`config.mk`:
```
export PLATFORM = sky130hd
export DESIGN_NAME = servo_angle_to_pulse_mapper_core
export DESIGN_NICKNAME = d
export VERILOG_FILES = /design/src/hdl/sapm_pkg.sv /design/src/hdl/sapm_ctrl.sv /design/src/hdl/sapm_datapath.sv /design/src/hdl/servo_angle_to_pulse_mapper_core.sv
export VERILOG_INCLUDE_DIRS = /design/src /design/src/hdl
export SDC_FILE = /design/constraint.sdc
export NUM_CORES = 1
export LEC_CHECK = 0
export BUFFER_PORTS_ARGS = -buffer_cell sky130_fd_sc_hd__clkbuf_2
export CELL_PAD_IN_SITES_DETAIL_PLACEMENT = 1
export CELL_PAD_IN_SITES_GLOBAL_PLACEMENT = 1
export CORE_ASPECT_RATIO = 2
export CORE_MARGIN = 2
export CORE_UTILIZATION = 35
export DETAILED_ROUTE_END_ITERATION = 10
export GPL_TIMING_DRIVEN = 0
export PLACE_DENSITY = 0.72
export SYNTH_ARGS = -nofsm -noshare
export SYNTH_HDL_FRONTEND = slang
export SYNTH_SLANG_ARGS = --single-unit
```
`constraint.sdc`:
```
create_clock -name clk -period 15.8 [get_ports clk]
set_clock_uncertainty 0.2 [all_clocks]
set_input_delay 3.16 -clock clk [delete_from_list [all_inputs] [get_ports clk]]
set_output_delay 3.16 -clock clk [all_outputs]
set_load 0.02 [all_outputs]
```
`src/hdl/assert_macros.svh`:
```
// Assertion macros shared by the servo mapper RTL.
`ifndef ASSERT_MACROS_SVH
`define ASSERT_MACROS_SVH

// Same-cycle implication, checked on every rising clock edge outside reset.
`define ASSERT_IMPL(lbl, ante, cons, msg) \
    lbl: assert property (@(posedge clk) disable iff (!rst_n) (ante) |-> (cons)) \
        else $error(msg);

// Next-cycle implication, checked on every rising clock edge outside reset.
`define ASSERT_NEXT(lbl, ante, cons, msg) \
    lbl: assert property (@(posedge clk) disable iff (!rst_n) (ante) |=> (cons)) \
        else $error(msg);

`endif

```
`src/hdl/sapm_pkg.sv`:
```
// Package with shared widths, codes, reset values and control structs for the servo mapper.
`timescale 1ns / 1ps

package sapm_pkg;

    localparam int JOINT_COUNT = 3;

    localparam int MODE_W      = 2;
    localparam int JOINT_W     = 2;
    localparam int ANGLE_W     = 17;
    localparam int REQ_W       = 16;
    localparam int ANGLE_LIM_W = 9;
    localparam int PULSE_W     = 15;
    localparam int CFG_IDX_W   = 3;
    localparam int CFG_DATA_W  = 15;

    // Stream packing
    localparam int S_TDATA_W = 40;
    localparam int S_TUSER_W = 2;
    localparam int M_TDATA_W = 24;
    localparam int M_TUSER_W = 3;

    // Divider: |product| >> 8 fits 23 bits, divisor (angle span) fits 9 bits
    localparam int QUO_W     = 23;
    localparam int REM_W     = 9;
    localparam int DIV_STEPS = QUO_W;
    localparam int CNT_W     = 5;

    // Reset values of the configuration registers
    localparam logic signed [ANGLE_LIM_W-1:0] ANGLE_LO_RST = -9'sd90;
    localparam logic signed [ANGLE_LIM_W-1:0] ANGLE_HI_RST = 9'sd90;
    localparam logic [PULSE_W-1:0]            PULSE_LO_RST = 15'd500;
    localparam logic [PULSE_W-1:0]            PULSE_HI_RST = 15'd2500;
    localparam logic [PULSE_W-1:0]            NEUTRAL_RST  = 15'd1500;

    typedef enum logic [MODE_W-1:0] {
        MODE_ANGLE = 2'd0,
        MODE_RAW   = 2'd1,
        MODE_CLEAR = 2'd2,
        MODE_BAD   = 2'd3
    } mode_t;

    typedef enum logic [CFG_IDX_W-1:0] {
        REG_ANGLE_LO = 3'd0,
        REG_ANGLE_HI = 3'd1,
        REG_PULSE_LO = 3'd2,
        REG_PULSE_HI = 3'd3,
        REG_NEUTRAL0 = 3'd4,
        REG_NEUTRAL1 = 3'd5,
        REG_NEUTRAL2 = 3'd6,
        REG_INVERT   = 3'd7
    } cfg_index_t;

    // Controller to datapath
    typedef struct packed {
        logic load;
        logic mul;
        logic div_init;
        logic div_step;
        logic finish;
    } sapm_cmd_t;

    // Datapath to controller
    typedef struct packed {
        logic need_arith;
    } sapm_status_t;

endpackage

```
`src/hdl/sapm_ctrl.sv`:
```
// Controller state machine: sequences load, multiply, divide and result hand-off.
`timescale 1ns / 1ps
`include "assert_macros.svh"

module sapm_ctrl (
    input  logic                  clk,
    input  logic                  rst_n,
    input  logic                  in_valid,
    output logic                  in_ready,
    output logic                  out_valid,
    input  logic                  out_ready,
    input  sapm_pkg::sapm_status_t status,
    output sapm_pkg::sapm_cmd_t    cmd
);

    typedef enum logic [2:0] {
        ST_IDLE,
        ST_MUL,
        ST_DINIT,
        ST_DIV,
        ST_FIN
    } state_t;

    localparam logic [sapm_pkg::CNT_W-1:0] CNT_LAST =
        sapm_pkg::CNT_W'(sapm_pkg::DIV_STEPS - 1);

    state_t                       state_reg, state_next;
    logic [sapm_pkg::CNT_W-1:0]   cnt_reg, cnt_next;
    logic                         out_valid_reg, out_valid_next;
    logic                         out_free;

    assign out_free  = !out_valid_reg || out_ready;
    assign in_ready  = (state_reg == ST_IDLE);
    assign out_valid = out_valid_reg;

    // Commands decoded from state
    always_comb
    begin
        cmd          = '0;
        cmd.load     = (state_reg == ST_IDLE) && in_valid;
        cmd.mul      = (state_reg == ST_MUL);
        cmd.div_init = (state_reg == ST_DINIT);
        cmd.div_step = (state_reg == ST_DIV);
        cmd.finish   = (state_reg == ST_FIN) && out_free;
    end

    // Next state, step counter and output valid
    always_comb
    begin
        state_next     = state_reg;
        cnt_next       = cnt_reg;
        out_valid_next = out_valid_reg;
        if (out_valid_reg && out_ready)
        begin
            out_valid_next = 1'b0;
        end
        unique case (state_reg)
            ST_IDLE:
            begin
                if (in_valid)
                begin
                    state_next = status.need_arith ? ST_MUL : ST_FIN;
                end
            end
            ST_MUL:
            begin
                state_next = ST_DINIT;
            end
            ST_DINIT:
            begin
                cnt_next   = '0;
                state_next = ST_DIV;
            end
            ST_DIV:
            begin
                cnt_next = cnt_reg + 1'b1;
                if (cnt_reg == CNT_LAST)
                begin
                    state_next = ST_FIN;
                end
            end
            ST_FIN:
            begin
                if (out_free)
                begin
                    out_valid_next = 1'b1;
                    state_next     = ST_IDLE;
                end
            end
            default:
            begin
                state_next = ST_IDLE;
            end
        endcase
    end

    always_ff @(posedge clk or negedge rst_n)
    begin
        if (!rst_n)
        begin
            state_reg     <= ST_IDLE;
            cnt_reg       <= '0;
            out_valid_reg <= 1'b0;
        end
        else
        begin
            state_reg     <= state_next;
            cnt_reg       <= cnt_next;
            out_valid_reg <= out_valid_next;
        end
    end

    // Checks
    `ASSERT_NEXT(a_busy_after_accept, in_valid && in_ready, !in_ready,
        "input still ready the cycle after a transfer")
    `ASSERT_NEXT(a_div_ends, (state_reg == ST_DIV) && (cnt_reg == CNT_LAST),
        state_reg == ST_FIN, "divider did not stop after its last step")
    `ASSERT_NEXT(a_fin_waits, (state_reg == ST_FIN) && out_valid_reg && !out_ready,
        (state_reg == ST_FIN) && out_valid_reg, "result dropped while output stalled")

endmodule

```
`src/hdl/sapm_datapath.sv`:
```
// Datapath: configuration registers, override flags, clamps, multiplier and serial divider.
`timescale 1ns / 1ps
`include "assert_macros.svh"

module sapm_datapath (
    input  logic                                   clk,
    input  logic                                   rst_n,
    // configuration writes
    input  logic                                   cfg_we,
    input  logic [sapm_pkg::CFG_IDX_W-1:0]         cfg_index,
    input  logic [sapm_pkg::CFG_DATA_W-1:0]        cfg_data,
    // input item fields
    input  logic [sapm_pkg::MODE_W-1:0]            in_mode,
    input  logic [sapm_pkg::JOINT_W-1:0]           in_joint,
    input  logic signed [sapm_pkg::ANGLE_W-1:0]    in_angle,
    input  logic [sapm_pkg::REQ_W-1:0]             in_pulse_request,
    // control
    input  sapm_pkg::sapm_cmd_t                    cmd,
    output sapm_pkg::sapm_status_t                 status,
    // result fields
    output logic [sapm_pkg::JOINT_W-1:0]           joint_out,
    output logic [sapm_pkg::PULSE_W-1:0]           pulse_width,
    output logic                                   level_written,
    output logic                                   limit_hit,
    output logic                                   rejected
);

    localparam int AW   = sapm_pkg::ANGLE_W + 1;     // angle after negation
    localparam int SPW  = sapm_pkg::ANGLE_LIM_W + 1; // signed span
    localparam int DW   = sapm_pkg::PULSE_W + 1;     // signed pulse difference
    localparam int PW   = sapm_pkg::ANGLE_W + DW;    // product
    localparam int SUMW = sapm_pkg::QUO_W + 2;       // neutral plus delta
    localparam int JEXT = 1 << sapm_pkg::JOINT_W;

    // Configuration registers
    logic signed [sapm_pkg::ANGLE_LIM_W-1:0] angle_lo_reg, angle_hi_reg;
    logic [sapm_pkg::PULSE_W-1:0]            pulse_lo_reg, pulse_hi_reg;
    logic [sapm_pkg::PULSE_W-1:0]            neutral_reg [sapm_pkg::JOINT_COUNT];
    logic [sapm_pkg::JOINT_COUNT-1:0]        invert_reg;
    logic [sapm_pkg::JOINT_COUNT-1:0]        flags_reg;

    // Per-item working registers
    logic [sapm_pkg::JOINT_W-1:0]            joint_reg;
    logic                                    rej_reg, written_reg, clamp_reg, is_angle_reg;
    logic [sapm_pkg::PULSE_W-1:0]            pw_reg;
    logic signed [sapm_pkg::ANGLE_W-1:0]     c_reg;
    logic signed [DW-1:0]                    diff_reg;
    logic [sapm_pkg::REM_W-1:0]              span_reg;
    logic signed [PW-1:0]                    prod_reg;
    logic [sapm_pkg::QUO_W-1:0]              quo_reg;
    logic [sapm_pkg::REM_W-1:0]              rem_reg;
    logic                                    neg_reg;

    // Output registers
    logic [sapm_pkg::JOINT_W-1:0]            joint_out_reg;
    logic [sapm_pkg::PULSE_W-1:0]            pw_out_reg;
    logic                                    written_out_reg, clamp_out_reg, rej_out_reg;

    // Load-time decode
    sapm_pkg::mode_t                         mode;
    logic [JEXT-1:0]                         inv_ext, flags_ext;
    logic                                    joint_ok, ovr;
    logic signed [AW-1:0]                    a_src, a_val, lo_q, hi_q, c_val;
    logic signed [SPW-1:0]                   span;
    logic                                    span_pos;
    logic [sapm_pkg::REQ_W:0]                req_x, plo_x, phi_x, raw_p1, raw_p2;

    // Multiply, divide and final clamp
    logic signed [PW-1:0]                    prod_full, prod_mag;
    logic [sapm_pkg::REM_W:0]                rem_shift;
    logic                                    rem_ge;
    logic signed [SUMW-1:0]                  delta, sum, plo_s, phi_s, p1, p2;

    assign mode      = sapm_pkg::mode_t'(in_mode);
    assign inv_ext   = JEXT'(invert_reg);
    assign flags_ext = JEXT'(flags_reg);
    assign joint_ok  = (int'(in_joint) < sapm_pkg::JOINT_COUNT);
    assign ovr       = flags_ext[in_joint];

    // Angle: optional negation, then clamp to the limits scaled into Q8.8 (sign-extended)
    assign a_src = AW'(in_angle);
    assign a_val = inv_ext[in_joint] ? -a_src : a_src;
    assign lo_q  = {angle_lo_reg[sapm_pkg::ANGLE_LIM_W-1], angle_lo_reg, 8'b0};
    assign hi_q  = {angle_hi_reg[sapm_pkg::ANGLE_LIM_W-1], angle_hi_reg, 8'b0};
    always_comb
    begin
        if (a_val < lo_q)
        begin
            c_val = lo_q;
        end
        else if (a_val > hi_q)
        begin
            c_val = hi_q;
        end
        else
        begin
            c_val = a_val;
        end
    end

    assign span     = SPW'(angle_hi_reg) - SPW'(angle_lo_reg);
    assign span_pos = !span[SPW-1] && (span != '0);

    // Raw pulse clamp: low bound first, then high bound
    assign req_x  = {1'b0, in_pulse_request};
    assign plo_x  = (sapm_pkg::REQ_W + 1)'(pulse_lo_reg);
    assign phi_x  = (sapm_pkg::REQ_W + 1)'(pulse_hi_reg);
    assign raw_p1 = (req_x < plo_x) ? plo_x : req_x;
    assign raw_p2 = (raw_p1 > phi_x) ? phi_x : raw_p1;

    assign status.need_arith = joint_ok && (mode == sapm_pkg::MODE_ANGLE) && !ovr && span_pos;

    // Product, magnitude and one restoring divide step
    assign prod_full = c_reg * diff_reg;
    assign prod_mag  = prod_reg[PW-1] ? -prod_reg : prod_reg;
    assign rem_shift = {rem_reg, quo_reg[sapm_pkg::QUO_W-1]};
    assign rem_ge    = (rem_shift >= (sapm_pkg::REM_W + 1)'(span_reg));

    // Neutral plus signed delta, then pulse clamp
    assign delta = neg_reg ? -SUMW'(quo_reg) : SUMW'(quo_reg);
    assign sum   = SUMW'(neutral_reg[joint_reg]) + delta;
    assign plo_s = SUMW'(pulse_lo_reg);
    assign phi_s = SUMW'(pulse_hi_reg);
    assign p1    = (sum < plo_s) ? plo_s : sum;
    assign p2    = (p1 > phi_s) ? phi_s : p1;

    // Configuration registers
    always_ff @(posedge clk or negedge rst_n)
    begin
        if (!rst_n)
        begin
            angle_lo_reg <= sapm_pkg::ANGLE_LO_RST;
            angle_hi_reg <= sapm_pkg::ANGLE_HI_RST;
            pulse_lo_reg <= sapm_pkg::PULSE_LO_RST;
            pulse_hi_reg <= sapm_pkg::PULSE_HI_RST;
            for (int j = 0; j < sapm_pkg::JOINT_COUNT; j++)
            begin
                neutral_reg[j] <= sapm_pkg::NEUTRAL_RST;
            end
            invert_reg <= '0;
        end
        else if (cfg_we)
        begin
            unique case (sapm_pkg::cfg_index_t'(cfg_index))
                sapm_pkg::REG_ANGLE_LO: angle_lo_reg <= cfg_data[sapm_pkg::ANGLE_LIM_W-1:0];
                sapm_pkg::REG_ANGLE_HI: angle_hi_reg <= cfg_data[sapm_pkg::ANGLE_LIM_W-1:0];
                sapm_pkg::REG_PULSE_LO: pulse_lo_reg <= cfg_data[sapm_pkg::PULSE_W-1:0];
                sapm_pkg::REG_PULSE_HI: pulse_hi_reg <= cfg_data[sapm_pkg::PULSE_W-1:0];
                sapm_pkg::REG_NEUTRAL0: neutral_reg[0] <= cfg_data[sapm_pkg::PULSE_W-1:0];
                sapm_pkg::REG_NEUTRAL1: neutral_reg[1] <= cfg_data[sapm_pkg::PULSE_W-1:0];
                sapm_pkg::REG_NEUTRAL2: neutral_reg[2] <= cfg_data[sapm_pkg::PULSE_W-1:0];
                sapm_pkg::REG_INVERT:   invert_reg <= cfg_data[sapm_pkg::JOINT_COUNT-1:0];
                default:                invert_reg <= invert_reg;
            endcase
        end
    end

    // Override flags: set by a raw pulse, cleared by a clear command
    always_ff @(posedge clk or negedge rst_n)
    begin
        if (!rst_n)
        begin
            flags_reg <= '0;
        end
        else if (cmd.load && joint_ok)
        begin
            for (int j = 0; j < sapm_pkg::JOINT_COUNT; j++)
            begin
                if (in_joint == sapm_pkg::JOINT_W'(j))
                begin
                    if (mode == sapm_pkg::MODE_RAW)
                    begin
                        flags_reg[j] <= 1'b1;
                    end
                    else if (mode == sapm_pkg::MODE_CLEAR)
                    begin
                        flags_reg[j] <= 1'b0;
                    end
                end
            end
        end
    end

    // Item capture, multiply and divide
    always_ff @(posedge clk)
    begin
        if (cmd.load)
        begin
            joint_reg    <= in_joint;
            rej_reg      <= 1'b0;
            written_reg  <= 1'b0;
            clamp_reg    <= 1'b0;
            is_angle_reg <= 1'b0;
            pw_reg       <= '0;
            c_reg        <= c_val[sapm_pkg::ANGLE_W-1:0];
            diff_reg     <= DW'(pulse_hi_reg) - DW'(pulse_lo_reg);
            span_reg     <= span[sapm_pkg::REM_W-1:0];
            quo_reg      <= '0;
            neg_reg      <= 1'b0;
            if (!joint_ok || (mode == sapm_pkg::MODE_BAD))
            begin
                rej_reg <= 1'b1;
            end
            else if (mode == sapm_pkg::MODE_ANGLE)
            begin
                if (ovr)
                begin
                    rej_reg <= 1'b1;
                end
                else
                begin
                    is_angle_reg <= 1'b1;
                    written_reg  <= 1'b1;
                    clamp_reg    <= (c_val != a_val);
                end
            end
            else if (mode == sapm_pkg::MODE_RAW)
            begin
                written_reg <= 1'b1;
                pw_reg      <= raw_p2[sapm_pkg::PULSE_W-1:0];
                clamp_reg   <= (raw_p2 != req_x);
            end
        end
        if (cmd.mul)
        begin
            prod_reg <= prod_full;
        end
        if (cmd.div_init)
        begin
            quo_reg <= prod_mag[sapm_pkg::QUO_W+7:8];
            neg_reg <= prod_reg[PW-1];
            rem_reg <= '0;
        end
        if (cmd.div_step)
        begin
            quo_reg <= {quo_reg[sapm_pkg::QUO_W-2:0], rem_ge};
            rem_reg <= rem_ge ? sapm_pkg::REM_W'(rem_shift - (sapm_pkg::REM_W + 1)'(span_reg))
                              : rem_shift[sapm_pkg::REM_W-1:0];
        end
    end

    // Result register
    always_ff @(posedge clk or negedge rst_n)
    begin
        if (!rst_n)
        begin
            joint_out_reg   <= '0;
            pw_out_reg      <= '0;
            written_out_reg <= 1'b0;
            clamp_out_reg   <= 1'b0;
            rej_out_reg     <= 1'b0;
        end
        else if (cmd.finish)
        begin
            joint_out_reg   <= joint_reg;
            pw_out_reg      <= is_angle_reg ? p2[sapm_pkg::PULSE_W-1:0] : pw_reg;
            written_out_reg <= written_reg;
            clamp_out_reg   <= clamp_reg;
            rej_out_reg     <= rej_reg;
        end
    end

    assign joint_out     = joint_out_reg;
    assign pulse_width   = pw_out_reg;
    assign level_written = written_out_reg;
    assign limit_hit     = clamp_out_reg;
    assign rejected      = rej_out_reg;

    // Checks
    `ASSERT_IMPL(a_rej_no_write, rej_out_reg, !written_out_reg && !clamp_out_reg,
        "rejected result carries a write or clamp flag")
    `ASSERT_IMPL(a_no_write_zero, !written_out_reg, pw_out_reg == '0,
        "nonzero pulse width without a level write")
    `ASSERT_IMPL(a_clamp_written, clamp_out_reg, written_out_reg,
        "clamp flag without a level write")

endmodule

```
`src/hdl/servo_angle_to_pulse_mapper_core.sv`:
```
// Top level of the servo angle-to-pulse mapper: stream ports, config port, controller and datapath.
// An angle command on a valid, non-overridden joint with a positive angle span passes through
// multiply, the 23-step serial divider and clamp before m_axis_tvalid rises; every other command
// goes straight to the result state. A new command is taken only once the previous one has left
// the result state, which holds while an earlier result waits unaccepted. A finished result waits
// in the output register while the next command is taken. Reset (rst_n low, asynchronous)
// restores register defaults and clears all override flags; no clearing pass follows.
`timescale 1ns / 1ps

module servo_angle_to_pulse_mapper_core (
    input  logic                                 clk,
    input  logic                                 rst_n,
    // command stream
    input  logic                                 s_axis_tvalid,
    output logic                                 s_axis_tready,
    // [1:0] joint, [18:2] angle, [34:19] pulse_request, [39:35] zero
    input  logic [sapm_pkg::S_TDATA_W-1:0]       s_axis_tdata,
    // [1:0] mode
    input  logic [sapm_pkg::S_TUSER_W-1:0]       s_axis_tuser,
    // result stream
    output logic                                 m_axis_tvalid,
    input  logic                                 m_axis_tready,
    // [1:0] joint_out, [16:2] pulse_width, [23:17] zero
    output logic [sapm_pkg::M_TDATA_W-1:0]       m_axis_tdata,
    // [0] level_written, [1] limit_hit, [2] rejected
    output logic [sapm_pkg::M_TUSER_W-1:0]       m_axis_tuser,
    // configuration writes
    input  logic                                 cfg_valid,
    output logic                                 cfg_ready,
    input  logic [sapm_pkg::CFG_IDX_W-1:0]       cfg_index,
    input  logic [sapm_pkg::CFG_DATA_W-1:0]      cfg_data
);

    localparam int ANG_LSB = sapm_pkg::JOINT_W;
    localparam int REQ_LSB = ANG_LSB + sapm_pkg::ANGLE_W;
    localparam int OUT_PAD = sapm_pkg::M_TDATA_W - sapm_pkg::JOINT_W - sapm_pkg::PULSE_W;

    sapm_pkg::sapm_cmd_t                  cmd;
    sapm_pkg::sapm_status_t               status;
    logic [sapm_pkg::JOINT_W-1:0]         joint_out;
    logic [sapm_pkg::PULSE_W-1:0]         pulse_width;
    logic                                 level_written, limit_hit, rejected;

    // Registers take a write in any cycle
    assign cfg_ready = 1'b1;

    sapm_ctrl u_ctrl (
        .clk       (clk),
        .rst_n     (rst_n),
        .in_valid  (s_axis_tvalid),
        .in_ready  (s_axis_tready),
        .out_valid (m_axis_tvalid),
        .out_ready (m_axis_tready),
        .status    (status),
        .cmd       (cmd)
    );

    sapm_datapath u_datapath (
        .clk              (clk),
        .rst_n            (rst_n),
        .cfg_we           (cfg_valid && cfg_ready),
        .cfg_index        (cfg_index),
        .cfg_data         (cfg_data),
        .in_mode          (s_axis_tuser[sapm_pkg::MODE_W-1:0]),
        .in_joint         (s_axis_tdata[sapm_pkg::JOINT_W-1:0]),
        .in_angle         (s_axis_tdata[REQ_LSB-1:ANG_LSB]),
        .in_pulse_request (s_axis_tdata[REQ_LSB+sapm_pkg::REQ_W-1:REQ_LSB]),
        .cmd              (cmd),
        .status           (status),
        .joint_out        (joint_out),
        .pulse_width      (pulse_width),
        .level_written    (level_written),
        .limit_hit        (limit_hit),
        .rejected         (rejected)
    );

    // Result packing
    assign m_axis_tdata = {{OUT_PAD{1'b0}}, pulse_width, joint_out};
    assign m_axis_tuser = {rejected, limit_hit, level_written};

endmodule
```
* Word level (Yosys, flattened, before mapping)
Index checks and enable logic that the tools add are counted. W data, S select, Z words.
Operators by class: reduce and logical (&&, ||, !) cells 37, multiplexer cells 44, bitwise logic cells 3, multipliers 1, equality and inequality tests 22, $add $sub $neg 8, magnitude comparators 10
Operators with widths (number):
- $mux W23 | 3
- $mux W15 | 4
- $mux W18 | 3
- $mux W25 | 2
- $mul A17 B16 Y33 | 1
- $mux W31 | 1
- $neg A31 Y31 | 1
- $bmux W15 S2 | 1
- $mux W9 | 3
- $add A15 B25 Y25 | 1
- $gt A25 B16 Y1 | 1
- $lt A25 B16 Y1 | 1
- $neg A23 Y25 | 1
- $gt A18 B17 Y1 | 1
- $lt A18 B17 Y1 | 1
- $ne A18 B18 Y1 | 1
- $neg A17 Y18 | 1
- $gt A17 B15 Y1 | 1
- $mux W1 | 17
- $mux W17 | 1
- $ne A17 B16 Y1 | 1
- $lt A16 B15 Y1 | 1
- $mux W16 | 1
- $reduce_and A2 Y1 | 8
- other kinds (33) | 68
Storage, ports and cells: output and inout bits 30, word-level logic and storage cells 157, bits in registers 257

* Logic depth before layout (Yosys ltp)
Gate-level depths: netlist of the first run.
depth after elaboration 10, mapped depth 37

* Modules after synthesis
A second synthesis of the first run with hierarchy kept.
Unflattened totals: cell total of the unflattened synthesis 2818, area, all modules 27306.2 sq um
By module, submodules not included:
- sapm_datapath | area an instance 26715.6 sq um, cells an instance 2749, times used 1
- sapm_ctrl | area an instance 500.5 sq um, cells an instance 56, times used 1
- servo_angle_to_pulse_mapper_core | area an instance 90.1 sq um, cells an instance 13, times used 1

* Worst setup path after synthesis of the first run
OpenSTA, ideal clock, no wires.
path kind input-to-reg, from input s_axis_tdata[20] (netlist name), to register u_datapath.clamp_reg (data pin), path buffers 2, library setup time 0.263 ns, stages on the path 23, arrival time 7.438 ns, path slack 7.900 ns, data required time 15.337 ns, path through ha_1 a21o_1 a21o_1 a21o_1 a21o_1 a2111oi_0 o2111ai_1 clkbuf_1 nand2_1 o21ai_0 ha_1 a21o_1 a21o_1 a21o_1 a21o_1 a21o_1 o21ai_0 a21oi_1 clkbuf_1 nor2_1 mux2i_1 nor4b_1 o2bb2ai_1
On the way: cells in the longest elaborated chain, start to end 7
RTL lines:
- start, declared | line servo_angle_to_pulse_mapper_core.sv:17 | input logic [sapm_pkg::S_TDATA_W-1:0] s_axis_tdata,
- $lt A16 B15 Y1 | line sapm_datapath.sv:108 | assign raw_p1 = (req_x < plo_x) ? plo_x : req_x;
- $mux W16 | line sapm_datapath.sv:108
- $gt A17 B15 Y1 | line sapm_datapath.sv:109 | assign raw_p2 = (raw_p1 > phi_x) ? phi_x : raw_p1;
- $mux W17 | line sapm_datapath.sv:109
- $ne A17 B16 Y1 * | line sapm_datapath.sv:221 | clamp_reg <= (raw_p2 != req_x);
- $mux W1 * | line sapm_datapath.sv:217 | else if (mode == sapm_pkg::MODE_RAW)
- $mux W1 * | line sapm_datapath.sv:204 | else if (mode == sapm_pkg::MODE_ANGLE)
- end signal, assigned | line sapm_datapath.sv:214 | clamp_reg <= (c_val != a_val);
- end signal, assigned | line sapm_datapath.sv:221
- end, declared | line sapm_datapath.sv:44 | logic rej_reg, written_reg, clamp_reg, is_angle_reg;
Mark *: on every way between the ends. The rest lies on a longest branch, timed or not. A chain may end at the register's enable or synchronous reset.

* Worst setup path after layout of the first run
from register u_datapath.joint_reg[1] (netlist name), to register u_datapath.pw_out_reg, in the netlist u_datapath.pulse_width[4]
On the way: cells in the longest elaborated chain, start to end 10
RTL lines:
- start, declared | line sapm_datapath.sv:43 | logic [sapm_pkg::JOINT_W-1:0] joint_reg;
- start signal, assigned | line sapm_datapath.sv:189 | joint_reg <= in_joint;
- $not A2 Y3 (implied by the code) * | line sapm_datapath.sv:121 | assign sum = SUMW'(neutral_reg[joint_reg]) + delta;
- $bmux W15 S2 * | line sapm_datapath.sv:121
- $mux W15 (implied by the code) * (2 in a row) | line sapm_datapath.sv:121
- $add A15 B25 Y25 * | line sapm_datapath.sv:121
- $lt A25 B16 Y1 | line sapm_datapath.sv:124 | assign p1 = (sum < plo_s) ? plo_s : sum;
- $mux W25 * | line sapm_datapath.sv:124
- $gt A25 B16 Y1 | line sapm_datapath.sv:125 | assign p2 = (p1 > phi_s) ? phi_s : p1;
- $mux W15 * | line sapm_datapath.sv:125
- $mux W15 * | line sapm_datapath.sv:256 | pw_out_reg <= is_angle_reg ? p2[sapm_pkg::PULSE_W-1:0] : pw_reg;
- end signal, assigned | line sapm_datapath.sv:256
- end, declared | line sapm_datapath.sv:56 | logic [sapm_pkg::PULSE_W-1:0] pw_out_reg;
Mark *: on every way between the ends. The rest lies on a longest branch, timed or not. The select of a mux whose other input is x is not followed.

==> summary.txt, run 1 <==
Synth
  – Number of enable flip-flop cells after synthesis: 128
  – Count of state elements after synthesis: 256
  – Primary flip-flop cell chosen by synthesis mapping: sky130_fd_sc_hd__edfxtp_1
  – Number of warnings printed during yosys synthesis: 0
  – Syn Inst Count: 2859
  – Number of distinct library cell variants in the gate-level netlist after synthesis: 71
  – Cell accounting for the most synthesized area: sky130_fd_sc_hd__fa_1
  – Cells taking the most area after synthesis: sky130_fd_sc_hd__fa_1 21%, sky130_fd_sc_hd__edfxtp_1 14%, sky130_fd_sc_hd__ha_1 10%
  – Async S/R FF share, synth: 50.00%
  – Synthesized area divided by synthesized cell count: 9.513 um^2
  – Seq/Total Area, Yosys: 26.10%
  – Share of the synthesized area in the top cell type: 20.61%
  – Post-synthesis cell area: 0.02720 mm^2

Placement
  – Total half-perimeter wirelength after legalization and detailed placement: 80790 um
  – Count of buffers from port buffering: 77
  – Post-placement cell count: 3969
  – Routability Congestion: 0.9627

Final layout
  – Number of nets in the final layout: 3537
  – Final cell count without fillers: 4014
  – Most common library cell in the layout ignoring fill and taps: sky130_fd_sc_hd__inv_1
  – Largest register FFs: 45
  – Fraction of final layout cells with drive strength greater than 1: 9.328%
  – Number of filler cells placed in the layout: 8947
  – Final Core Density: 38.76%
  – Most used cells in the layout excluding fill and tap cells: 407 x sky130_fd_sc_hd__inv_1, 324 x sky130_fd_sc_hd__nand2_1, 280 x sky130_fd_sc_hd__fa_1
  – Area growth from synthesis to layout: 9.652%

CTS
  – Post-CTS clock slew at the launch and capture registers of the worst setup and hold paths: 0.08 ns
  – CTS tree: done
  – CTS root buf: sky130_fd_sc_hd__clkbuf_16
  – H-Tree Depth: 1
  – Post-CTS sizing: 0
  – Setup fix buffers added after clock tree synthesis: 0
  – Count of hold-fix buffers inserted at cts: 0
  – Number of buffers inserted during clock tree synthesis: 24
  – Buffers from clock root to sink, at most: 3
  – Clock Sink Count: 256
  – Clk_lat worst skew: 0.57 ns

Detailed routing
  – Drt drc: 0
  – Initial DRT Pass Iterations: 5
  – Total number of vias: 21.55k
  – Wirelength per Cell: 24.07 um
  – Total wirelength of the detailed-routed design: 96600 um
  – Antenna-violating nets left: 0
  – Vias per inst: 5.369
  – Number of DRC markers in iteration 0: 855

Global route
  – Fraction of met2 tracks used by global routing: 49.02%
  – Global routing usage on met1: 21.52%
  – First-pass GRT wire length: 147400 um
  – Via count of the first global-routing pass: 24.69k
  – Maximum number of pins on one net before global-route repair: 79
  – Met3 routing resource usage after global routing: 2.111%
  – Total grt overflow: 0
  – Gr usage total: 24.69%
  – Layer carrying the most global-route usage: met2
  – Antenna violations before repair: 3

STA
  – Actual slew at the worst max-slew pin: 1.221 ns
  – Sum Neg Setup Slack: 0 ns
  – Portion of the clock cycle consumed by the worst path in the final layout: 62.03%
  – Time the final worst path needs with I/O delays and setup: 9.801 ns
  – Unrepaired setup endpoints after global routing: no
  – Final Hold Viols: 0
  – Worst slew margin: 18.03%
  – Highest attainable clock frequency: 102.0 MHz
  – Number of max-slew violations in the final report: 0
  – Final setup fails: 0

Floorplan
  – Core Box Area: 0.07693 mm^2
  – Total Die Area: 0.08009 mm^2
  – # rows: 144
  – X dimension of the die: 201.1 um
  – Starting Density: 35.35%
  – Vert. Die Dim: 398.2 um
  – I/O pin count: 95

Worst setup path
  – Slowest cell on the critical path: sky130_fd_sc_hd__clkbuf_1
  – Arrival time of data at the critical path endpoint: 10.03 ns
  – Crit path buffers/inverters: 5
  – Worst-path maximum fanout: 10
  – Max stage delay on crit path: 0.70 ns
  – Setup crit start kind: flop
  – Setup CP Type: flop to flop
  – Kind of cell adding the most delay to the critical path: compound AO/OA/AOI/OAI gates
  – Required time of the critical path: 16.03 ns
  – Setup crit end kind: flop

Run
  – Max-cap check violation count: 0

Hold path
  – Worst hold path class: flop to flop

Run status
  – Run status: completed
## layout make-up
class / count / area [um^2] / area share [%]
Timing Repair Buffer: 82 / 479.2 / 1.607
Buffer: 105 / 436.7 / 1.464
Inverter: 409 / 1538 / 5.156
Tap cell: 1022 / 1279 / 4.288
Multi-Input combinational cell: 2095 / 18170 / 60.93
Clock inverter: 19 / 192.7 / 0.6461
Antenna cell: 1 / 2.502 / 0.008391
Clock buffer: 25 / 625.6 / 2.098
Sequential cell: 256 / 7098 / 23.80
## synth_stat cells (6+ instances only)
cell type and number:
sky130_fd_sc_hd__dfrtp_1 87, sky130_fd_sc_hd__nand4_1 24, sky130_fd_sc_hd__a211oi_1 28, sky130_fd_sc_hd__xnor2_1 105, sky130_fd_sc_hd__nand3b_1 6, sky130_fd_sc_hd__ha_1 219
sky130_fd_sc_hd__buf_4 11, sky130_fd_sc_hd__a31oi_1 10, sky130_fd_sc_hd__clkbuf_1 88, sky130_fd_sc_hd__fa_1 280, sky130_fd_sc_hd__a21oi_1 101, sky130_fd_sc_hd__o21a_1 15
sky130_fd_sc_hd__mux2_2 82, sky130_fd_sc_hd__o21bai_1 6, sky130_fd_sc_hd__and4b_1 7, sky130_fd_sc_hd__or4_1 7, sky130_fd_sc_hd__dfstp_2 41, sky130_fd_sc_hd__a21o_1 55
sky130_fd_sc_hd__o31ai_1 16, sky130_fd_sc_hd__and2_1 121, sky130_fd_sc_hd__nor2b_1 33, sky130_fd_sc_hd__a21boi_0 9, sky130_fd_sc_hd__nand2_1 324, sky130_fd_sc_hd__inv_1 408
sky130_fd_sc_hd__xor2_1 62, sky130_fd_sc_hd__and3_1 10, sky130_fd_sc_hd__o41ai_1 6, sky130_fd_sc_hd__nor2_1 145, sky130_fd_sc_hd__nor4_1 20, sky130_fd_sc_hd__nor3_1 46
sky130_fd_sc_hd__o21ai_0 157, sky130_fd_sc_hd__nand2b_1 40, sky130_fd_sc_hd__edfxtp_1 128, sky130_fd_sc_hd__nor3b_1 7, sky130_fd_sc_hd__nand3_1 21, sky130_fd_sc_hd__mux2i_1 46
## final timing paths
kind	slack [ns]	cells past startpoint	to	from
setup / recovery	6.00	34	u_datapath.pulse_width[4]$_DFFE_PN0P_	u_datapath.joint_reg[1]$_DFFE_PP_
hold / removal	0.26	2	u_datapath.rejected$_DFFE_PN0P_	u_datapath.rej_reg$_SDFFCE_PP1P_
setup reg to reg	6.00	34	u_datapath.pulse_width[4]$_DFFE_PN0P_	u_datapath.joint_reg[1]$_DFFE_PP_
hold reg to reg	0.26	2	u_datapath.rejected$_DFFE_PN0P_	u_datapath.rej_reg$_SDFFCE_PP1P_
max in group asynchronous	12.31	2	u_datapath.pulse_lo_reg[7]$_DFFE_PN1P_	rst_n
min in group asynchronous	2.30	1	u_ctrl.out_valid$_DFF_PN0_	rst_n
## worst reg2reg max path: cells and delay by family (launching register included)
family          cells  cell delay (ns)
mux                 1             0.27
xor+xnor            1             0.20
simple gates        5             1.09
fa+ha+maj           4             1.24
flops               1             0.51
buf+inv             5             2.38
compound gates     18             3.77
## logic make-up (layout without fill, tap and decap cells)
kind of cell / Yosys count / count (layout) / share of synthesized area (%)
adders and majority gates: 499 / 499 / 30.69
muxes: 128 / 128 / 5.088
AOI/OAI and AO/OA: 456 / 456 / 10.40
xor gates and xnor gates: 167 / 167 / 5.378
DFF: 256 / 256 / 26.10
other: 2 / 9 / 0.02761
and+or+nand+nor: 837 / 837 / 15.07
buffers and inverters: 514 / 640 / 7.250
## per-layer routing
layer	wire length [um]	share of wire, %	vias to the layer above
li1	-	-	9683
met1	29910	31	10900
met2	53320	55	577
met3	2588	2.7	389
met4	10760	11	4
met5	27	0.028	-
## stage by stage
step / worst slack [ns] / hold slack [ns] / instance area [um^2]
floorplan: 7.900 / 0.2146 / 27220
global placement: 6.111 / 0.2555 / 28880
detailed placement: 6.096 / 0.2502 / 29000
CTS: 6.030 / 0.2684 / 29820
global route: 5.356 / 0.2978 / 29820
finish: 5.999 / 0.2597 / 29820
Power of run 1 is left out: the tool's default activity adds up to more than one toggle a clock period on the data nets, which glitch-free logic cannot reach.
==> run 2: changes to the inputs <==
--- a/config.mk
+++ b/config.mk
@@ -6,6 +6,7 @@
 export SDC_FILE = /design/constraint.sdc
 export NUM_CORES = 1
 export LEC_CHECK = 0
+export ABC_AREA = 1
 export BUFFER_PORTS_ARGS = -buffer_cell sky130_fd_sc_hd__clkbuf_2
 export CELL_PAD_IN_SITES_DETAIL_PLACEMENT = 1
 export CELL_PAD_IN_SITES_GLOBAL_PLACEMENT = 1
@@ -14,7 +15,7 @@
 export CORE_UTILIZATION = 35
 export DETAILED_ROUTE_END_ITERATION = 10
 export GPL_TIMING_DRIVEN = 0
-export PLACE_DENSITY = 0.72
+export PLACE_DENSITY = 0.74
 export SYNTH_ARGS = -nofsm -noshare
 export SYNTH_HDL_FRONTEND = slang
 export SYNTH_SLANG_ARGS = --single-unit
==> constraint.sdc (replaced) <==
create_clock -name clk -period 9.1 [get_ports clk]
set_clock_uncertainty 0.2 [all_clocks]
set_input_delay 1.82 -clock clk [delete_from_list [all_inputs] [get_ports clk]]
set_output_delay 1.82 -clock clk [all_outputs]
set_load 0.02 [all_outputs]
==> summary.txt, run 2 <==
Synth
  – Share of the synthesized area in the top cell type: 20.11% (-0.50 points)
  – Cell accounting for the most synthesized area: sky130_fd_sc_hd__fa_1
  – Synthesized area divided by synthesized cell count: 7.958 um^2 (-16%)
  – Number of distinct library cell variants in the gate-level netlist after synthesis: 61 (-14%)
  – Primary flip-flop cell chosen by synthesis mapping: sky130_fd_sc_hd__edfxtp_1
  – Cells taking the most area after synthesis: sky130_fd_sc_hd__fa_1 20%, sky130_fd_sc_hd__edfxtp_1 14%, sky130_fd_sc_hd__nand2_1 12%
  – Async S/R FF share, synth: 50.00% (unchanged)
  – Seq/Total Area, Yosys: 25.46% (-0.64 points)
  – Count of state elements after synthesis: 256 (unchanged)
  – Most common library cells after synthesis: 867 x sky130_fd_sc_hd__nand2_1, 682 x sky130_fd_sc_hd__inv_1, 280 x sky130_fd_sc_hd__fa_1
  – Number of warnings printed during yosys synthesis: 0 (unchanged)
  – Number of enable flip-flop cells after synthesis: 128 (unchanged)
  – Most used standard cell by instance count after synthesis: sky130_fd_sc_hd__nand2_1
  – Post-synthesis cell area: 0.02788 mm^2 (+2.5%)
  – Syn Inst Count: 3503 (+23%)

Worst setup path
  – Required time of the critical path: 9.36 ns (-6.67 ns)
  – Max stage delay on crit path: 1.02 ns (+0.32 ns)
  – Setup crit end kind: flop
  – Setup slack on the worst flop-to-flop path: 0.63 ns (-5.37 ns)
  – Arrival time of data at the critical path endpoint: 8.73 ns (-1.30 ns)
  – CP Launch Point: u_datapath.joint_reg[1]$_DFFE_PP_
  – Slowest cell on the critical path: sky130_fd_sc_hd__o21ai_0
  – Crit path buffers/inverters: 6 (+1)
  – Crit. path cell count: 38 (+12%)
  – End of the critical path: u_datapath.pulse_width[8]$_DFFE_PN0P_
  – Beginning of the worst register-to-register path: u_datapath.joint_reg[1]$_DFFE_PP_
  – RR Endpoint: u_datapath.pulse_width[8]$_DFFE_PN0P_
  – Worst-path maximum fanout: 10 (unchanged)
  – Worst R2R Path Depth: 38 (+12%)
  – Setup CP Type: flop to flop
  – Cell type with the highest occurrence count on the critical path: sky130_fd_sc_hd__nand3_1
  – Setup crit start kind: flop
  – Kind of cell adding the most delay to the critical path: compound AO/OA/AOI/OAI gates

Final layout
  – Multi-input gate area in the final layout: 0.01767 mm^2 (-2.7%)
  – Number of filler cells placed in the layout: 9697 (+8.4%)
  – Fraction of final layout cells with drive strength greater than 1: 7.722% (-1.6 points)
  – Number of inserted diodes: 0 (-1)
  – Most common library cell in the layout ignoring fill and taps: sky130_fd_sc_hd__nand2_1
  – Area growth from synthesis to layout: 9.251%
  – Flip-flop and latch area: 0.007098 mm^2 (unchanged)
  – Most used cells in the layout excluding fill and tap cells: 867 x sky130_fd_sc_hd__nand2_1, 682 x sky130_fd_sc_hd__inv_1, 280 x sky130_fd_sc_hd__fa_1
  – Largest register FFs: 45 (unchanged)
  – Final Core Density: 38.50% (-0.26 points)
  – Number of nets in the final layout: 4185 (+18%)
  – Post-route cell area: 0.03046 mm^2 (+2.1%)

CTS
  – Post-CTS clock slew at the launch and capture registers of the worst setup and hold paths: 0.07 ns (about the same)
  – H-Tree Depth: 1 (unchanged)
  – Setup fix buffers added after clock tree synthesis: 0 (unchanged)
  – Buffers from clock root to sink, at most: 3 (unchanged)
  – Number of buffers inserted during clock tree synthesis: 25 (+4.2%)
  – CTS tree: done
  – Clock Sink Count: 256 (unchanged)
  – CTS root buf: sky130_fd_sc_hd__clkbuf_16
  – Clk_lat worst skew: 0.58 ns (about the same)

STA
  – Unrepaired setup endpoints after global routing: no
  – Portion of the clock cycle consumed by the worst path in the final layout: 93.04% (+31 points)
  – Highest attainable clock frequency: 118.1 MHz (+16%)
  – Worst slew margin: -2.982% (-21 points)
  – Number of max-slew violations in the final report: 2 (+2)
  – Actual slew at the worst max-slew pin: 1.529 ns (+0.3078 ns)
  – Final Hold Viols: 0 (unchanged)
  – Sum Neg Setup Slack: 0 ns (unchanged)
  – Final setup fails: 0 (unchanged)
  – Time the final worst path needs with I/O delays and setup: 8.467 ns (-1.335 ns)

Detailed routing
  – Wirelength per Cell: 20.94 um (-13%)
  – Number of DRC markers in iteration 0: 955 (+12%)
  – Total number of vias: 23.81k (+10%)
  – Total wirelength of the detailed-routed design: 97900 um (+1.3%)
  – Antenna-violating nets left: 0 (unchanged)
  – Drt drc: 0 (unchanged)
  – Vias per inst: 5.093 (-5.1%)
  – Initial DRT Pass Iterations: 4 (-1)

Placement
  – Count of buffers from port buffering: 81 (+5.2%)
  – Routability Congestion: 0.9047 (-6.0%)
  – Post-detailed-placement cell area: 0.02969 mm^2 (+2.4%)
  – Total half-perimeter wirelength after legalization and detailed placement: 83640 um (+3.5%)

Floorplan
  – I/O pin count: 95 (unchanged)
  – Core Box Area: 0.07910 mm^2 (+2.8%)
  – Starting Density: 35.24% (-0.11 points)
  – # rows: 146 (+1.4%)
  – Total Die Area: 0.08206 mm^2 (+2.5%)
  – Vert. Die Dim: 403.1 um (+1.2%)
  – X dimension of the die: 203.6 um (+1.2%)

Run status
  – Violations in the final reports: capacitance limit, slew limit
  – Run status: finished with violations

Global route
  – Gr usage total: 24.32% (-0.37 points)
  – Total grt overflow: 0 (unchanged)
  – Via count of the first global-routing pass: 26.50k (+7.3%)
  – Antenna violations before repair: 0 (-3)
  – Maximum number of pins on one net before global-route repair: 95 (+20%)
  – First-pass GRT wire length: 150000 um (+1.8%)

Run
  – Max-cap check violation count: 2 (+2)

Hold path
  – Worst hold path class: flop to flop
==> run 2: repair_timing <==
action / 4_1_cts / 5_1_grt
hold buffers: 0 / 0
resized for setup: 0 / 5
endpoints found under the setup margin: 0 / 15
==> run 2: area by class of cell <==
| cell class | instances | area share [%] |
|---|---|---|
| multi-input combinational | 2441 | 58.03 |
| sequential | 256 | 23.31 |
| inverter | 693 | 8.541 |
| tap | 1036 | 4.256 |
| clock buffer | 31 | 2.161 |
| buffer | 119 | 1.795 |
| timing repair buffer | 85 | 1.619 |
| clock inverter | 14 | 0.2958 |
==> run 2: cell families after synthesis <==
group | share of synthesized area, %
other | 0.02694
multiplexers | 0.1212
flip-flops | 25.46
XOR/XNOR | 3.048
AO/OA/AOI/OAI | 9.408
adder cells (fa/ha/maj) | 29.94
buffers and inverters | 11.29
AND/OR/NAND/NOR | 20.71
==> run 2: worst min-delay path by stage <==
stage                                                       from                                endpoint  slack [ns]  depth (start not counted)
after floorplan           u_datapath.neutral_reg[31]$_DFFE_PN0P_  u_datapath.neutral_reg[31]$_DFFE_PN0P_        0.25                          2
after global placement    u_datapath.neutral_reg[31]$_DFFE_PN0P_  u_datapath.neutral_reg[31]$_DFFE_PN0P_        0.26                          2
after detailed placement  u_datapath.neutral_reg[31]$_DFFE_PN0P_  u_datapath.neutral_reg[31]$_DFFE_PN0P_        0.27                          2
after CTS                 u_datapath.neutral_reg[31]$_DFFE_PN0P_  u_datapath.neutral_reg[31]$_DFFE_PN0P_        0.29                          2
after global routing      u_datapath.neutral_reg[31]$_DFFE_PN0P_  u_datapath.neutral_reg[31]$_DFFE_PN0P_        0.31                          2
final                     u_datapath.neutral_reg[31]$_DFFE_PN0P_  u_datapath.neutral_reg[31]$_DFFE_PN0P_        0.29                          2
==> run 2: metrics by stage <==
stage | std cells | setup slack [ns] | hold WS (ns)
after floorplan | 3509 | 2.589 | 0.2451
after global placement | 4626 | -0.7251 | 0.2645
after detailed placement | 4629 | 0.06178 | 0.2725
after CTS | 4674 | 0.03903 | 0.2893
after global routing | 4675 | 0.02713 | 0.3110
final | 4675 | 0.6334 | 0.2899
==> run 2: per-layer routing <==
metal	share of wire (%)	global-route usage (%)	up-vias	wire, um
li1	-	-	11170	-
met5	0	0	-	0
met2	55	47.46	485	53880
met3	2.3	1.983	326	2218
met4	12	23.31	0	11490
met1	31	21.15	11830	30320
==> run 2: worst min-delay path, cell delays in order (launching register included) <==
cell and delay [ns]:
sky130_fd_sc_hd__dfrtp_1 0.35, sky130_fd_sc_hd__nand2_1 0.05, sky130_fd_sc_hd__o21ai_0 0.06
Power of run 2 is left out for the same reason.
